## config.mk

```make
export PLATFORM = sky130hd
export DESIGN_NAME = mppt_telemetry_aggregator_top_flat
export DESIGN_NICKNAME = d
export VERILOG_FILES = /design/src/design/mta_pkg.sv /design/src/design/mta_ifs.sv /design/src/design/mta_front.sv /design/src/design/mta_queue.sv /design/src/design/mta_back.sv /design/src/design/mppt_telemetry_aggregator_top.sv /design/src/flat_wrapper.sv
export SDC_FILE = /design/constraint.sdc
export NUM_CORES = 1
export LEC_CHECK = 0
export BUFFER_PORTS_ARGS = -buffer_cell sky130_fd_sc_hd__buf_2
export CELL_PAD_IN_SITES_DETAIL_PLACEMENT = 0
export CELL_PAD_IN_SITES_GLOBAL_PLACEMENT = 2
export CORE_UTILIZATION = 41
export CTS_CLUSTER_SIZE = 12
export DETAILED_ROUTE_END_ITERATION = 16
export PLACE_DENSITY_LB_ADDON = 0.1
export SLEW_MARGIN = 20
export SYNTH_ARGS = -nofsm -noshare
export SYNTH_HDL_FRONTEND = slang
export SYNTH_HIERARCHICAL = 1
export SYNTH_SLANG_ARGS = --single-unit
export TNS_END_PERCENT = 100
```

## constraint.sdc

```tcl
create_clock -name clk -period 6.43 [get_ports clk]
set_input_delay 0.3215 -clock clk [delete_from_list [all_inputs] [get_ports clk]]
set_output_delay 0.3215 -clock clk [all_outputs]
set_load 0.03 [all_outputs]
```

## src/design/mta_pkg.sv

```systemverilog
`default_nettype none
// ----------------------------------------------------------------------------
// mta_pkg
// shared types, constants and helpers of the charge-controller telemetry block
// ----------------------------------------------------------------------------
package mta_pkg;

  localparam int IdW     = 11;
  localparam int WordW   = 16;
  localparam int ValW    = 32;
  localparam int FlagW   = 5;
  localparam int PhaseW  = 4;
  localparam int CmdW    = 2;
  localparam int StatW   = 2;
  localparam int KindW   = 3;
  localparam int CfgIdxW = 2;

  localparam int QueueDepthDef = 4;

  localparam logic [IdW-1:0]   UnitOneIdRst = 11'd0;
  localparam logic [IdW-1:0]   UnitTwoIdRst = 11'd1;
  localparam logic [WordW-1:0] TempLimitRst = 16'd7000;
  localparam logic [ValW-1:0]  SerialRst    = 32'd0;

  localparam logic [ValW-1:0]   IdentText    = 32'h4143_7631;
  localparam logic [FlagW-1:0]  FlagPending  = 5'h02;
  localparam logic [FlagW-1:0]  FlagOvertemp = 5'h10;
  localparam logic [PhaseW-1:0] PhaseLast    = 4'd9;
  localparam logic [StatW-1:0]  StatusOk     = 2'd0;
  localparam logic [StatW-1:0]  StatusRemote = 2'd1;
  localparam logic [StatW-1:0]  StatusError  = 2'd2;

  typedef enum logic [CmdW-1:0] {
    CMD_FRAME  = 2'd0,
    CMD_POLL   = 2'd1,
    CMD_REPORT = 2'd2,
    CMD_NONE   = 2'd3
  } cmd_t;

  typedef enum logic [CfgIdxW-1:0] {
    CFG_UNIT_ONE_ID = 2'd0,
    CFG_UNIT_TWO_ID = 2'd1,
    CFG_TEMP_LIMIT  = 2'd2,
    CFG_SERIAL      = 2'd3
  } cfg_idx_t;

  typedef enum logic [KindW-1:0] {
    KIND_POLL      = 3'd0,
    KIND_SUM       = 3'd1,
    KIND_AVG_ONE   = 3'd2,
    KIND_AVG_TWO   = 3'd3,
    KIND_MAX_TEMP  = 3'd4,
    KIND_CHARGE_ID = 3'd5,
    KIND_TEMP_PAIR = 3'd6,
    KIND_BOARD_ID  = 3'd7
  } kind_t;

  typedef enum logic [1:0] {
    OP_FRAME  = 2'd0,
    OP_POLL   = 2'd1,
    OP_REPORT = 2'd2
  } op_t;

  typedef enum logic [2:0] {
    GRP_AVG   = 3'd0,
    GRP_TEMP  = 3'd1,
    GRP_PAIR  = 3'd2,
    GRP_IDENT = 3'd3,
    GRP_NONE  = 3'd4
  } grp_t;

  typedef struct packed {
    logic [IdW-1:0]   unit_one_id;
    logic [IdW-1:0]   unit_two_id;
    logic [WordW-1:0] temp_limit;
    logic [ValW-1:0]  serial_no;
  } cfg_t;

  typedef struct packed {
    op_t              op;
    logic             unit;
    logic [WordW-1:0] volt;
    logic [WordW-1:0] curr;
    logic [WordW-1:0] bus;
    logic [WordW-1:0] temp;
  } job_t;

  typedef struct packed {
    logic valid;
    job_t job;
  } push_t;

  typedef struct packed {
    logic valid;
    job_t job;
  } head_t;

  typedef struct packed {
    kind_t            kind;
    logic [ValW-1:0]  value_high;
    logic [ValW-1:0]  value_low;
    logic             last;
    logic [FlagW-1:0] status_one;
    logic [FlagW-1:0] status_two;
  } out_word_t;

  // 1/16 running average, 20-bit intermediate never overflows
  function automatic logic [WordW-1:0] smooth(input logic [WordW-1:0] avg,
                                              input logic [WordW-1:0] sample);
    logic [WordW+3:0] t;
    t = {avg, 4'b0000} - {4'b0000, avg} + {4'b0000, sample};
    return t[WordW+3:4];
  endfunction

  function automatic grp_t phase_group(input logic [PhaseW-1:0] ph);
    grp_t g;
    case (ph)
      4'd0, 4'd3, 4'd6: g = GRP_AVG;
      4'd1, 4'd4, 4'd7: g = GRP_TEMP;
      4'd2, 4'd5, 4'd8: g = GRP_PAIR;
      4'd9:             g = GRP_IDENT;
      default:          g = GRP_NONE;
    endcase
    return g;
  endfunction

endpackage
`default_nettype wire

```

## src/design/mta_ifs.sv

```systemverilog
`default_nettype none
// ----------------------------------------------------------------------------
// mta channel interfaces
// input, result and register write channels with valid/ready handshake
// ----------------------------------------------------------------------------
interface mta_in_if import mta_pkg::*; ();
  logic             valid;
  logic             ready;
  logic [CmdW-1:0]  command;
  logic [IdW-1:0]   frame_id;
  logic [StatW-1:0] frame_status;
  logic [WordW-1:0] word_one;
  logic [WordW-1:0] word_two;
  logic [WordW-1:0] word_three;
  logic [WordW-1:0] word_four;

  modport source (output valid, command, frame_id, frame_status, word_one, word_two,
                  word_three, word_four, input ready);
  modport sink (input valid, command, frame_id, frame_status, word_one, word_two,
                word_three, word_four, output ready);
endinterface

interface mta_out_if import mta_pkg::*; ();
  logic             valid;
  logic             ready;
  logic [KindW-1:0] kind;
  logic [ValW-1:0]  value_high;
  logic [ValW-1:0]  value_low;
  logic             last;
  logic [FlagW-1:0] status_one;
  logic [FlagW-1:0] status_two;

  modport source (output valid, kind, value_high, value_low, last, status_one, status_two,
                  input ready);
  modport sink (input valid, kind, value_high, value_low, last, status_one, status_two,
                output ready);
endinterface

interface mta_cfg_if import mta_pkg::*; ();
  logic               valid;
  logic               ready;
  logic [CfgIdxW-1:0] index;
  logic [ValW-1:0]    data;

  modport source (output valid, index, data, input ready);
  modport sink (input valid, index, data, output ready);
endinterface
`default_nettype wire

```

## src/design/mta_front.sv

```systemverilog
`default_nettype none
// ----------------------------------------------------------------------------
// mta_front
// takes input words, drops ignored frames and commands, builds queue jobs
// ----------------------------------------------------------------------------
module mta_front import mta_pkg::*; (
  mta_in_if.sink in_if,
  input  cfg_t   cfg,
  input  logic   push_ready,
  output push_t  push
);

  logic keep;
  op_t  op;
  logic unit;

  always_comb begin
    keep = 1'b0;
    op   = OP_FRAME;
    unit = 1'b0;
    case (cmd_t'(in_if.command))
      CMD_FRAME: begin
        if (in_if.frame_status == StatusOk) begin
          if (in_if.frame_id == cfg.unit_one_id) begin
            keep = 1'b1;
          end else if (in_if.frame_id == cfg.unit_two_id) begin
            keep = 1'b1;
            unit = 1'b1;
          end
        end
      end
      CMD_POLL: begin
        keep = 1'b1;
        op   = OP_POLL;
      end
      CMD_REPORT: begin
        keep = 1'b1;
        op   = OP_REPORT;
      end
      default: begin
        keep = 1'b0;
      end
    endcase
  end

  assign in_if.ready = push_ready;
  assign push        = '{valid: in_if.valid && keep,
                         job: '{op: op, unit: unit, volt: in_if.word_one,
                                curr: in_if.word_two, bus: in_if.word_three,
                                temp: in_if.word_four}};

endmodule
`default_nettype wire

```

## src/design/mta_queue.sv

```systemverilog
`default_nettype none
// ----------------------------------------------------------------------------
// mta_queue
// small job fifo between the front and the back
// ----------------------------------------------------------------------------
module mta_queue import mta_pkg::*; #(
  parameter int Depth = QueueDepthDef
) (
  input  logic  clk,
  input  logic  rst_n,
  input  push_t push,
  output logic  push_ready,
  output head_t head,
  input  logic  pop
);

  localparam int PtrW = (Depth > 1) ? $clog2(Depth) : 1;
  localparam int CntW = $clog2(Depth + 1);

  job_t            mem_r [Depth];
  logic [PtrW-1:0] wr_ptr_r, wr_ptr_nxt;
  logic [PtrW-1:0] rd_ptr_r, rd_ptr_nxt;
  logic [CntW-1:0] count_r, count_nxt;
  logic            do_push, do_pop;

  assign push_ready = (count_r != CntW'(Depth));
  assign do_push    = push.valid && push_ready;
  assign do_pop     = pop && (count_r != '0);
  assign head       = '{valid: (count_r != '0), job: mem_r[rd_ptr_r]};

  always_comb begin
    wr_ptr_nxt = wr_ptr_r;
    rd_ptr_nxt = rd_ptr_r;
    count_nxt  = count_r;
    if (do_push) begin
      wr_ptr_nxt = (wr_ptr_r == PtrW'(Depth - 1)) ? '0 : wr_ptr_r + 1'b1;
    end
    if (do_pop) begin
      rd_ptr_nxt = (rd_ptr_r == PtrW'(Depth - 1)) ? '0 : rd_ptr_r + 1'b1;
    end
    case ({do_push, do_pop})
      2'b10:   count_nxt = count_r + 1'b1;
      2'b01:   count_nxt = count_r - 1'b1;
      default: count_nxt = count_r;
    endcase
  end

  always_ff @(posedge clk) begin
    if (!rst_n) begin
      wr_ptr_r <= '0;
      rd_ptr_r <= '0;
      count_r  <= '0;
    end else begin
      wr_ptr_r <= wr_ptr_nxt;
      rd_ptr_r <= rd_ptr_nxt;
      count_r  <= count_nxt;
    end
  end

  always_ff @(posedge clk) begin
    if (do_push) begin
      mem_r[wr_ptr_r] <= push.job;
    end
  end

endmodule
`default_nettype wire

```

## src/design/mta_back.sv

```systemverilog
`default_nettype none
// ----------------------------------------------------------------------------
// mta_back
// unit state, poll and report sequencing, registered result word
// ----------------------------------------------------------------------------
module mta_back import mta_pkg::*; (
  input  logic  clk,
  input  logic  rst_n,
  input  cfg_t  cfg,
  input  head_t head,
  output logic  pop,
  mta_out_if.source out_if
);

  logic [WordW-1:0]  avg_v_r [2];
  logic [WordW-1:0]  avg_v_nxt [2];
  logic [WordW-1:0]  avg_c_r [2];
  logic [WordW-1:0]  avg_c_nxt [2];
  logic [WordW-1:0]  bus_r [2];
  logic [WordW-1:0]  bus_nxt [2];
  logic [WordW-1:0]  temp_r [2];
  logic [WordW-1:0]  temp_nxt [2];
  logic [FlagW-1:0]  flags_r [2];
  logic [FlagW-1:0]  flags_nxt [2];
  logic              poll_sel_r, poll_sel_nxt;
  logic [PhaseW-1:0] phase_r, phase_nxt;
  logic [1:0]        step_r, step_nxt;
  logic              out_valid_r, out_valid_nxt;
  out_word_t         out_word_r;
  out_word_t         w;
  logic              emit;
  logic              finish;
  logic              slot_free;
  grp_t              grp;
  logic [WordW:0]    bus_sum;
  logic [WordW-1:0]  temp_max;
  logic [IdW-1:0]    poll_id;

  assign slot_free = !out_valid_r || out_if.ready;
  assign grp       = phase_group(phase_r);
  assign bus_sum   = {1'b0, bus_r[0]} + {1'b0, bus_r[1]};
  assign temp_max  = (temp_r[1] >= temp_r[0]) ? temp_r[1] : temp_r[0];
  assign poll_id   = poll_sel_r ? cfg.unit_two_id : cfg.unit_one_id;

  always_comb begin
    for (int i = 0; i < 2; i++) begin
      avg_v_nxt[i] = avg_v_r[i];
      avg_c_nxt[i] = avg_c_r[i];
      bus_nxt[i]   = bus_r[i];
      temp_nxt[i]  = temp_r[i];
      flags_nxt[i] = flags_r[i];
    end
    poll_sel_nxt = poll_sel_r;
    phase_nxt    = phase_r;
    step_nxt     = step_r;
    emit         = 1'b0;
    finish       = 1'b0;
    pop          = 1'b0;
    w            = '0;

    if (head.valid) begin
      case (head.job.op)
        OP_FRAME: begin
          pop = 1'b1;
          for (int i = 0; i < 2; i++) begin
            if (head.job.unit == 1'(i)) begin
              bus_nxt[i]   = head.job.bus;
              temp_nxt[i]  = head.job.temp;
              avg_v_nxt[i] = smooth(avg_v_r[i], head.job.volt);
              avg_c_nxt[i] = smooth(avg_c_r[i], head.job.curr);
              flags_nxt[i] = (flags_r[i] | ((head.job.temp > cfg.temp_limit) ?
                             FlagOvertemp : '0)) & ~FlagPending;
            end
          end
        end
        OP_POLL: begin
          if (slot_free) begin
            emit = 1'b1;
            pop  = 1'b1;
            for (int i = 0; i < 2; i++) begin
              if (poll_sel_r == 1'(i)) begin
                flags_nxt[i] = flags_r[i] | FlagPending;
              end
            end
            poll_sel_nxt = ~poll_sel_r;
            w.kind       = KIND_POLL;
            w.value_low  = ValW'(poll_id);
            w.last       = 1'b1;
          end
        end
        OP_REPORT: begin
          if (slot_free) begin
            emit = 1'b1;
            case (step_r)
              2'd0: begin
                w.kind      = KIND_SUM;
                w.value_low = ValW'(bus_sum);
                w.last      = (grp == GRP_NONE);
              end
              2'd1: begin
                case (grp)
                  GRP_AVG: begin
                    w.kind       = KIND_AVG_ONE;
                    w.value_high = ValW'(avg_v_r[0]);
                    w.value_low  = ValW'(avg_c_r[0]);
                  end
                  GRP_TEMP: begin
                    w.kind      = KIND_MAX_TEMP;
                    w.value_low = ValW'(temp_max);
                  end
                  GRP_PAIR: begin
                    w.kind       = KIND_TEMP_PAIR;
                    w.value_high = ValW'(temp_r[0]);
                    w.value_low  = ValW'(temp_r[1]);
                    w.last       = 1'b1;
                  end
                  GRP_IDENT: begin
                    w.kind       = KIND_BOARD_ID;
                    w.value_high = IdentText;
                    w.value_low  = cfg.serial_no;
                    w.last       = 1'b1;
                  end
                  default: begin
                    w.kind      = KIND_SUM;
                    w.value_low = ValW'(bus_sum);
                    w.last      = 1'b1;
                  end
                endcase
              end
              default: begin
                if (grp == GRP_AVG) begin
                  w.kind       = KIND_AVG_TWO;
                  w.value_high = ValW'(avg_v_r[1]);
                  w.value_low  = ValW'(avg_c_r[1]);
                end else begin
                  w.kind       = KIND_CHARGE_ID;
                  w.value_high = IdentText;
                  w.value_low  = cfg.serial_no;
                end
                w.last = 1'b1;
              end
            endcase
            finish = w.last;
            if (finish) begin
              pop       = 1'b1;
              step_nxt  = '0;
              phase_nxt = (phase_r >= PhaseLast) ? '0 : phase_r + 1'b1;
            end else begin
              step_nxt = step_r + 1'b1;
            end
          end
        end
        default: begin
          pop = 1'b1;
        end
      endcase
    end

    w.status_one = flags_nxt[0];
    w.status_two = flags_nxt[1];

    if (emit) begin
      out_valid_nxt = 1'b1;
    end else if (out_if.ready) begin
      out_valid_nxt = 1'b0;
    end else begin
      out_valid_nxt = out_valid_r;
    end
  end

  always_ff @(posedge clk) begin
    if (!rst_n) begin
      for (int i = 0; i < 2; i++) begin
        avg_v_r[i] <= '0;
        avg_c_r[i] <= '0;
        bus_r[i]   <= '0;
        temp_r[i]  <= '0;
        flags_r[i] <= '0;
      end
      poll_sel_r  <= 1'b0;
      phase_r     <= '0;
      step_r      <= '0;
      out_valid_r <= 1'b0;
    end else begin
      for (int i = 0; i < 2; i++) begin
        avg_v_r[i] <= avg_v_nxt[i];
        avg_c_r[i] <= avg_c_nxt[i];
        bus_r[i]   <= bus_nxt[i];
        temp_r[i]  <= temp_nxt[i];
        flags_r[i] <= flags_nxt[i];
      end
      poll_sel_r  <= poll_sel_nxt;
      phase_r     <= phase_nxt;
      step_r      <= step_nxt;
      out_valid_r <= out_valid_nxt;
    end
  end

  always_ff @(posedge clk) begin
    if (emit) begin
      out_word_r <= w;
    end
  end

  assign out_if.valid      = out_valid_r;
  assign out_if.kind       = out_word_r.kind;
  assign out_if.value_high = out_word_r.value_high;
  assign out_if.value_low  = out_word_r.value_low;
  assign out_if.last       = out_word_r.last;
  assign out_if.status_one = out_word_r.status_one;
  assign out_if.status_two = out_word_r.status_two;

endmodule
`default_nettype wire

```

## src/design/mppt_telemetry_aggregator_top.sv

```systemverilog
`default_nettype none
// ----------------------------------------------------------------------------
// mppt_telemetry_aggregator_top
// telemetry aggregator for two solar charge-controller units
// ----------------------------------------------------------------------------
// kept words wait in the job fifo, then each result goes through the output register
// a report gives two or three results, a poll one, a frame none; one result per cycle
//   while out_if is ready; up to QueueDepth words buffered in the job fifo
// reset: synchronous active-low rst_n clears unit state, phase, fifo and output valid;
//   registers return to ids 0 and 1, limit 7000, serial 0
module mppt_telemetry_aggregator_top import mta_pkg::*; #(
  parameter int QueueDepth = QueueDepthDef
) (
  input logic        clk,
  input logic        rst_n,
  mta_in_if.sink     in_if,
  mta_out_if.source  out_if,
  mta_cfg_if.sink    cfg_if
);

  logic [IdW-1:0]   unit_one_id_r;
  logic [IdW-1:0]   unit_two_id_r;
  logic [WordW-1:0] temp_limit_r;
  logic [ValW-1:0]  serial_no_r;
  cfg_t             cfg;
  push_t            q_push;
  logic             q_push_ready;
  head_t            q_head;
  logic             q_pop;

  assign cfg_if.ready = 1'b1;

  always_ff @(posedge clk) begin
    if (!rst_n) begin
      unit_one_id_r <= UnitOneIdRst;
      unit_two_id_r <= UnitTwoIdRst;
      temp_limit_r  <= TempLimitRst;
      serial_no_r   <= SerialRst;
    end else if (cfg_if.valid) begin
      case (cfg_idx_t'(cfg_if.index))
        CFG_UNIT_ONE_ID: unit_one_id_r <= cfg_if.data[IdW-1:0];
        CFG_UNIT_TWO_ID: unit_two_id_r <= cfg_if.data[IdW-1:0];
        CFG_TEMP_LIMIT:  temp_limit_r  <= cfg_if.data[WordW-1:0];
        CFG_SERIAL:      serial_no_r   <= cfg_if.data;
        default:         unit_one_id_r <= unit_one_id_r;
      endcase
    end
  end

  assign cfg = '{unit_one_id: unit_one_id_r, unit_two_id: unit_two_id_r,
                 temp_limit: temp_limit_r, serial_no: serial_no_r};

  mta_front u_front (
    .in_if      (in_if),
    .cfg        (cfg),
    .push_ready (q_push_ready),
    .push       (q_push)
  );

  mta_queue #(
    .Depth (QueueDepth)
  ) u_queue (
    .clk        (clk),
    .rst_n      (rst_n),
    .push       (q_push),
    .push_ready (q_push_ready),
    .head       (q_head),
    .pop        (q_pop)
  );

  mta_back u_back (
    .clk    (clk),
    .rst_n  (rst_n),
    .cfg    (cfg),
    .head   (q_head),
    .pop    (q_pop),
    .out_if (out_if)
  );

  a_pop_needs_job: assert property (@(posedge clk) disable iff (!rst_n)
    q_pop |-> q_head.valid)
    else $error("job popped from empty fifo");

  a_sum_not_last: assert property (@(posedge clk) disable iff (!rst_n)
    (out_if.valid && out_if.kind == KIND_SUM) |-> !out_if.last)
    else $error("battery sum closed a report");

  a_poll_id_known: assert property (@(posedge clk) disable iff (!rst_n)
    (out_if.valid && out_if.kind == KIND_POLL) |->
      (out_if.value_low == ValW'(unit_one_id_r) || out_if.value_low == ValW'(unit_two_id_r)))
    else $error("poll word names an unknown unit");

endmodule
`default_nettype wire

```

## src/flat_wrapper.sv

```systemverilog
// flat-port wrapper written by rule: the top's interface ports become plain ports
module mppt_telemetry_aggregator_top_flat import mta_pkg::*;
#(
  parameter int QueueDepth = QueueDepthDef
)
  (clk, rst_n, in_if_valid, in_if_command, in_if_frame_id, in_if_frame_status, in_if_word_one, in_if_word_two, in_if_word_three, in_if_word_four, in_if_ready, out_if_valid, out_if_kind, out_if_value_high, out_if_value_low, out_if_last, out_if_status_one, out_if_status_two, out_if_ready, cfg_if_valid, cfg_if_index, cfg_if_data, cfg_if_ready);
  mta_in_if in_if_i ();
  mta_out_if out_if_i ();
  mta_cfg_if cfg_if_i ();
  input logic clk;
  input logic rst_n;
  input wire logic [$bits(in_if_i.valid)-1:0] in_if_valid;
  input wire logic [$bits(in_if_i.command)-1:0] in_if_command;
  input wire logic [$bits(in_if_i.frame_id)-1:0] in_if_frame_id;
  input wire logic [$bits(in_if_i.frame_status)-1:0] in_if_frame_status;
  input wire logic [$bits(in_if_i.word_one)-1:0] in_if_word_one;
  input wire logic [$bits(in_if_i.word_two)-1:0] in_if_word_two;
  input wire logic [$bits(in_if_i.word_three)-1:0] in_if_word_three;
  input wire logic [$bits(in_if_i.word_four)-1:0] in_if_word_four;
  output wire logic [$bits(in_if_i.ready)-1:0] in_if_ready;
  output wire logic [$bits(out_if_i.valid)-1:0] out_if_valid;
  output wire logic [$bits(out_if_i.kind)-1:0] out_if_kind;
  output wire logic [$bits(out_if_i.value_high)-1:0] out_if_value_high;
  output wire logic [$bits(out_if_i.value_low)-1:0] out_if_value_low;
  output wire logic [$bits(out_if_i.last)-1:0] out_if_last;
  output wire logic [$bits(out_if_i.status_one)-1:0] out_if_status_one;
  output wire logic [$bits(out_if_i.status_two)-1:0] out_if_status_two;
  input wire logic [$bits(out_if_i.ready)-1:0] out_if_ready;
  input wire logic [$bits(cfg_if_i.valid)-1:0] cfg_if_valid;
  input wire logic [$bits(cfg_if_i.index)-1:0] cfg_if_index;
  input wire logic [$bits(cfg_if_i.data)-1:0] cfg_if_data;
  output wire logic [$bits(cfg_if_i.ready)-1:0] cfg_if_ready;
  assign in_if_i.valid = in_if_valid;
  assign in_if_i.command = in_if_command;
  assign in_if_i.frame_id = in_if_frame_id;
  assign in_if_i.frame_status = in_if_frame_status;
  assign in_if_i.word_one = in_if_word_one;
  assign in_if_i.word_two = in_if_word_two;
  assign in_if_i.word_three = in_if_word_three;
  assign in_if_i.word_four = in_if_word_four;
  assign in_if_ready = in_if_i.ready;
  assign out_if_valid = out_if_i.valid;
  assign out_if_kind = out_if_i.kind;
  assign out_if_value_high = out_if_i.value_high;
  assign out_if_value_low = out_if_i.value_low;
  assign out_if_last = out_if_i.last;
  assign out_if_status_one = out_if_i.status_one;
  assign out_if_status_two = out_if_i.status_two;
  assign out_if_i.ready = out_if_ready;
  assign cfg_if_i.valid = cfg_if_valid;
  assign cfg_if_i.index = cfg_if_index;
  assign cfg_if_i.data = cfg_if_data;
  assign cfg_if_ready = cfg_if_i.ready;
  mppt_telemetry_aggregator_top #(.QueueDepth(QueueDepth)) u_core (.clk(clk), .rst_n(rst_n), .in_if(in_if_i), .out_if(out_if_i), .cfg_if(cfg_if_i));
endmodule
```

# Word level (Yosys, flattened, before mapping)
# Memories as Yosys holds them, arrays and structs flattened. A register that Yosys moved wholly into a read port is not among the register bits.
# Cells that the tools add are included.
[classes]
bitwise = 13
mux = 80
eq_ne = 19
order_cmp = 3
n_addsub = 15
reduce_logical = 24
[ops]
columns = ["operator", "count"]
rows = [
  ["2-to-1 mux 16 bit", 17],
  ["2-to-1 mux 32 bit", 8],
  ["2-to-1 mux 33 bit", 4],
  ["one-hot mux 33 bit (2 select lines)", 2],
  ["one-hot mux 32 bit (4 select lines)", 1],
  ["one-hot mux 31 bit (3 select lines)", 1],
  ["adder 20 x 16 -> 20 bit", 4],
  ["subtractor 20 x 16 -> 20 bit", 4],
  ["2-to-1 mux 67 bit", 1],
  ["one-hot mux 32 bit (2 select lines)", 1],
  ["2-to-1 mux 5 bit", 5],
  ["equality test 11 bit", 2],
  ["one-hot mux 10 bit (2 select lines)", 1],
  ["2-to-1 mux 1 bit", 19],
  ["adder 16 x 16 -> 17 bit", 1],
  ["greater-or-equal comparator 16 bit", 1],
  ["> comparator 16 bit", 1],
  ["equality test 2 bit, second input constant", 7],
  ["2-to-1 mux 2 bit", 7],
  ["2-to-1 mux 12 bit", 1],
  ["2-to-1 mux 4 bit", 3],
  ["one-hot mux 3 bit (2 select lines)", 2],
  ["one-hot mux 3 bit (4 select lines)", 1],
  ["2-to-1 mux 11 bit", 1],
  ["other kinds (28)", 59],
]
[totals]
out_inout_bits = 81
romBits = 48
register_bits = 163
wordCells = 178
ram_bits = 406
n_memories = 7
[memory_table]
columns = ["name", "words", "word_bits", "rd", "rd_ports_with_merged_regs", "wr", "line_no", "text"]
rows = [
  ["u_core.u_queue.mem_r", 4, 67, 1, 1, 1, "mta_queue.sv:20", "job_t mem_r [Depth];"],
  ["(name not given)", 16, 3, 1, 1, 0, "mta_pkg.sv:117", "case (ph)"],
  ["u_core.u_back.avg_c_r", 2, 16, 2, 0, 2, "mta_back.sv:17", "logic [WordW-1:0] avg_c_r [2];"],
  ["u_core.u_back.avg_v_r", 2, 16, 2, 0, 2, "mta_back.sv:15", "logic [WordW-1:0] avg_v_r [2];"],
  ["u_core.u_back.bus_r", 2, 16, 2, 0, 2, "mta_back.sv:19", "logic [WordW-1:0] bus_r [2];"],
  ["u_core.u_back.temp_r", 2, 16, 2, 0, 2, "mta_back.sv:21", "logic [WordW-1:0] temp_r [2];"],
  ["1 more memories", "n/a", "n/a", "n/a", "n/a", "n/a", "n/a", ""],
]

# Longest topological paths before layout
# An unclocked memory read counts as a cell.
[depth]
ltp_word = 15
mapped_depth = 17
ltp_nobuf = 15

# Cells and area by module
# The synthesis kept the hierarchy.
[by_module_without_submodules]
columns = ["mod", "seq_area_each_um2", "area_each_um2", "cells_per_inst", "n_inst"]
rows = [
  ["mta_back", 4574.4, 14960.6, 1804, 1],
  ["mta_queue", 8227.9, 10172.3, 406, 1],
  ["mppt_telemetry_aggregator_top", 1401.3, 2717.6, 277, 1],
  ["mta_front", 0.0, 834.6, 108, 1],
]

# Worst setup path after synthesis
# No wires, ideal clock.
[synth_timing]
path_kind = "reg-to-reg"
from = "register (tool-made name)"
to = "register u_core.u_back.out_word_r, in the netlist u_core/u_back/out_if.value_low[0] (data pin)"
path_buffers = 2
required_time_ns = 6.235
arrival_ns = 5.037
setup_slack_ns = 1.198
stages_incl_launch_ff = 12
period_less_slack_ns = 5.232
cell_sequence = "dfxtp_1 -> buf_6 -> buf_4 -> mux4_2 -> inv_1 -> ha_1 -> nand2_1 -> nor2_1 -> nand3_1 -> o32ai_1 -> a21oi_1 -> o41ai_1"
[synth_rtl]
columns = ["element", "line_no", "text"]
rows = [
  ["to (signal assigned)", "mta_back.sv:201", "out_word_r <= w;"],
  ["to (decl)", "mta_back.sv:29", "out_word_t out_word_r;"],
]

==> impl_metrics.tcl <==
set metrics [dict create \
    status "finished, final reports clean" \
    synth_edf_count 325 \
    max_freq_ghz 0.220 \
    worstHoldPathCells 3 \
    worst_r2r_endpoint "u_core/u_back/avg_v_r[0][31]" \
    relSlewSlack_pct 28.3 \
    r2r_slack_ps 1880 \
    coreArea_um2 68900 \
    worstSetupEndpointType "flip-flop" \
    viasPerCell 5.23 \
    path_clk_slew_ps 60 \
    synth_xor_area_share_pct 2.44 \
    clockRootBuffer "clkbuf_16" \
    pwr-share-clk_pct 39.4 \
    drt_iter0_drc 1382 \
    synth_compound_area_share_pct 9.91 \
    cts_sinks 547 \
    dieHeight_um 267 \
    hp-class "in2reg" \
    clock_skew_ps 20.3 \
    yosysWarnings 6 \
    rsz0062_at_grt "no" \
    hpwl_um 59200 \
    p_int_mw 6.33 \
    worstSetupStartpointType "flip-flop" \
    crit_arrival_ps 5050 \
    hold_start "cfg_if_data[3]" \
    whs_endpoint "u_core/temp_limit_r[3]" \
    worst_pin_slew_ps 1070 \
    synthSimpleGateAreaFrac_pct 10.8 \
    ys_seq_elements 547 \
    placement_rows 96 \
    routabilityCongestion 0.886 \
    p_switching_mw 2.33 \
    highest_layer "met4" \
    synth-seq-area-share_pct 49.5 \
    ios 199 \
    crit_type "reg2reg" \
    power_density_nw_per_um2 265 \
    hold_viol 0 \
    cellLeakagePower_nw 12.5 \
    timing.setup.tns_ps 0 \
    cts_setup_buffers 0 \
    drt-met1-wl_um 36400 \
    synthToLayoutAreaGrowth_pct 13.9 \
    power_mw 8.66 \
    drv_cap 0 \
    ir_drop_mv 0.298 \
    htree_levels 2 \
    r2r_cells 13 \
    clock_path_buffers 3 \
    die_width_um 267 \
    ant_nets 0 \
    wl_per_cell_um 21.6 \
    final_util_pct 47.4 \
    grt_max_degree 95 \
    synth_fa_ha_area_share_pct 9.95 \
    nets 3077 \
    postSynthAreaPerCell_um2 11.1 \
    drv_slew 0 \
    p_seq_share_pct 45.1 \
    synthMuxAreaShare_pct 9.79 \
    netlist_instances 2595 \
    grt_usage_pct 22.9 \
    async_reset_ff_share_pct 0 \
    vias 19600 \
    wl_met2_um 38400 \
    drt_wl_total_um 81000 \
    layout-drive-gt1-share_pct 14.7 \
    p_comb_share_pct 15.5 \
    clk_latency_ps 640 \
    fin_crit_sh_pct 70.7 \
    drt_pass1_iterations 6 \
    crit_required_ps 6930 \
    grt_antenna_before_repair 0 \
    crit_path_max_fanout 32 \
    layout_min_cycle_time_ps 4550 \
    cts_tree "yes" \
    whs_ps 52.2 \
    die_area_um2 71000 \
    synth_top_family_by_area "simple AND/OR/NAND/NOR gates" \
    netlist_area_um2 28700 \
    portBuffers 180 \
    yosysUniqueCellTypes 83 \
    swShare_pct 26.9 \
    grt_overflow 0 \
    drcViolationCount 0 \
    synth_ff_type "edfxtp_1" \
    initial_core_util_pct 41.6 \
    numCtsBuffers 61 \
    wl_met3_um 3950 \
    grt_pass1_wl_um 121000 \
    grt_pass1_vias 19500 \
    setup_viol 0 \
]
[cell families (layout without fill, tap and decap cells)]
logic type,after synthesis,in the layout
AO/OA/AOI/OAI,442,442
other,2,19
adder cells (fa/ha/maj),198,198
buffers and inverters,458,658
flip-flops,547,547
multiplexers,194,194
XOR/XNOR,80,80
AND/OR/NAND/NOR,674,674
[metal layers]
metal | vias to the layer above | GRT usage (%)
met3 | 105 | 3.63
met2 | 464 | 37.7
met5 | - | 0
met4 | 0 | 7.13
met1 | 9639 | 31.0
li1 | 9377 | -
[power by group through the flow]
stage	Sequential (mW)	Clock [mW]	Combinational [mW]
floorplan	4.00	0	0.942
global placement	3.98	0	1.29
detailed placement	3.98	0	1.30
CTS	3.91	3.51	1.35
global route	3.91	3.64	1.49
finish	3.90	3.41	1.34
[placed cells by master, fill, tap and decap left out, types with 43 or more instances in the layout]
cell	instances
nand2_1	363
edfxtp_1	325
inv_1	257
dfxtp_1	220
buf_2	179
ha_1	148
a21oi_1	122
o21ai_0	106
mux2i_1	105
nor2_1	86
dlygate4sd3_1	84
mux4_2	67
clkbuf_16	62
fa_1	50
and2_1	47
xnor2_1	43
[state kept, by name (all words and copies together), names as in the netlist, 17 cells and up, named ones only]
signal,cells
u_core/u_queue/mem_r,268
u_core/serial_no_r,32
u_core/u_back/avg_c_r,32
u_core/u_back/avg_v_r,32
u_core/u_back/bus_r,32
u_core/u_back/out_if.value_low,32
u_core/u_back/temp_r,32
u_core/u_back/out_if.value_high,17
[synth_stat cells (10+ instances only)]
library cell | instances | area (µm²)
edfxtp_1 | 325 | 9760
xnor2_1 | 43 | 377
a22oi_1 | 18 | 135
nand2b_1 | 15 | 93.8
buf_1 | 15 | 56.3
a221oi_1 | 11 | 96.3
mux2i_1 | 105 | 1050
nand4_1 | 14 | 87.6
o21ai_0 | 106 | 531
mux2_2 | 22 | 248
inv_1 | 257 | 965
a21oi_1 | 122 | 611
nand2_1 | 363 | 1360
and2_1 | 47 | 294
mux4_2 | 67 | 1510
xor2_1 | 37 | 324
buf_4 | 93 | 698
dfxtp_1 | 222 | 4440
nand4b_1 | 11 | 96.3
a211oi_1 | 17 | 128
buf_6 | 10 | 113
o22ai_1 | 12 | 75.1
clkbuf_1 | 67 | 251
a31oi_1 | 11 | 68.8
ha_1 | 148 | 1850
fa_1 | 50 | 1000
a21o_1 | 18 | 135
buf_2 | 13 | 65.1
nor3_1 | 22 | 110
nor2_1 | 91 | 342
o211ai_1 | 14 | 105
a21boi_0 | 32 | 240
nand3_1 | 34 | 170
and3_1 | 13 | 81.3
o21a_1 | 10 | 75.1
nor2b_1 | 12 | 75.1
[area by class of cell]
class                   count  area, µm²
diodes                      1       2.50
clock buffers              81       1650
clock inverters            32        300
fillers                  6420      36300
inverters                 258        968
multi-input cells        1606      12400
flip-flops and latches    547      14200
well taps                 931       1160
repair buffers            287       1930
[stage by stage]
step                cells  worst slack [ps]  area [µm²]
global placement     3545              1910       29900
global route         3742              1600       32700
finish               3743              1880       32700
CTS                  3742              1860       32700
detailed placement   3545              1920       29900
floorplan            2611              1200       28700
[critical path, cell delays in order (launching register included)]
cell      delay, ps
dfxtp_4         830
mux4_2          580
inv_1           140
fa_1            420
inv_1            80
ha_1            270
a21o_1          200
a221oi_2        290
nor2b_1         110
or3_1           350
o21ba_2         240
a41oi_2         260
a21oi_1          60
or4b_1          530
[what timing repair did]
action                                 4_1_cts  5_1_grt
resized for setup                            0        0
hold buffers                                84        0
endpoints found under the hold margin      276        0
[worst max path at each step]
| stage | start | to | slack, ps |
|---|---|---|---|
| after detailed placement | flip-flop | u_core/u_back/avg_v_r[0][31] | 1920 |
| final | flip-flop | u_core/u_back/avg_v_r[0][31] | 1880 |
| after floorplan | flip-flop | u_core/u_back/out_if.value_low[0] | 1200 |
| after CTS | flip-flop | u_core/u_back/avg_v_r[0][31] | 1860 |
| after global routing | flip-flop | u_core/u_back/avg_v_r[0][31] | 1600 |
| after global placement | flip-flop | u_core/u_back/avg_v_r[0][31] | 1910 |
Power figures use the tool's default switching activity.
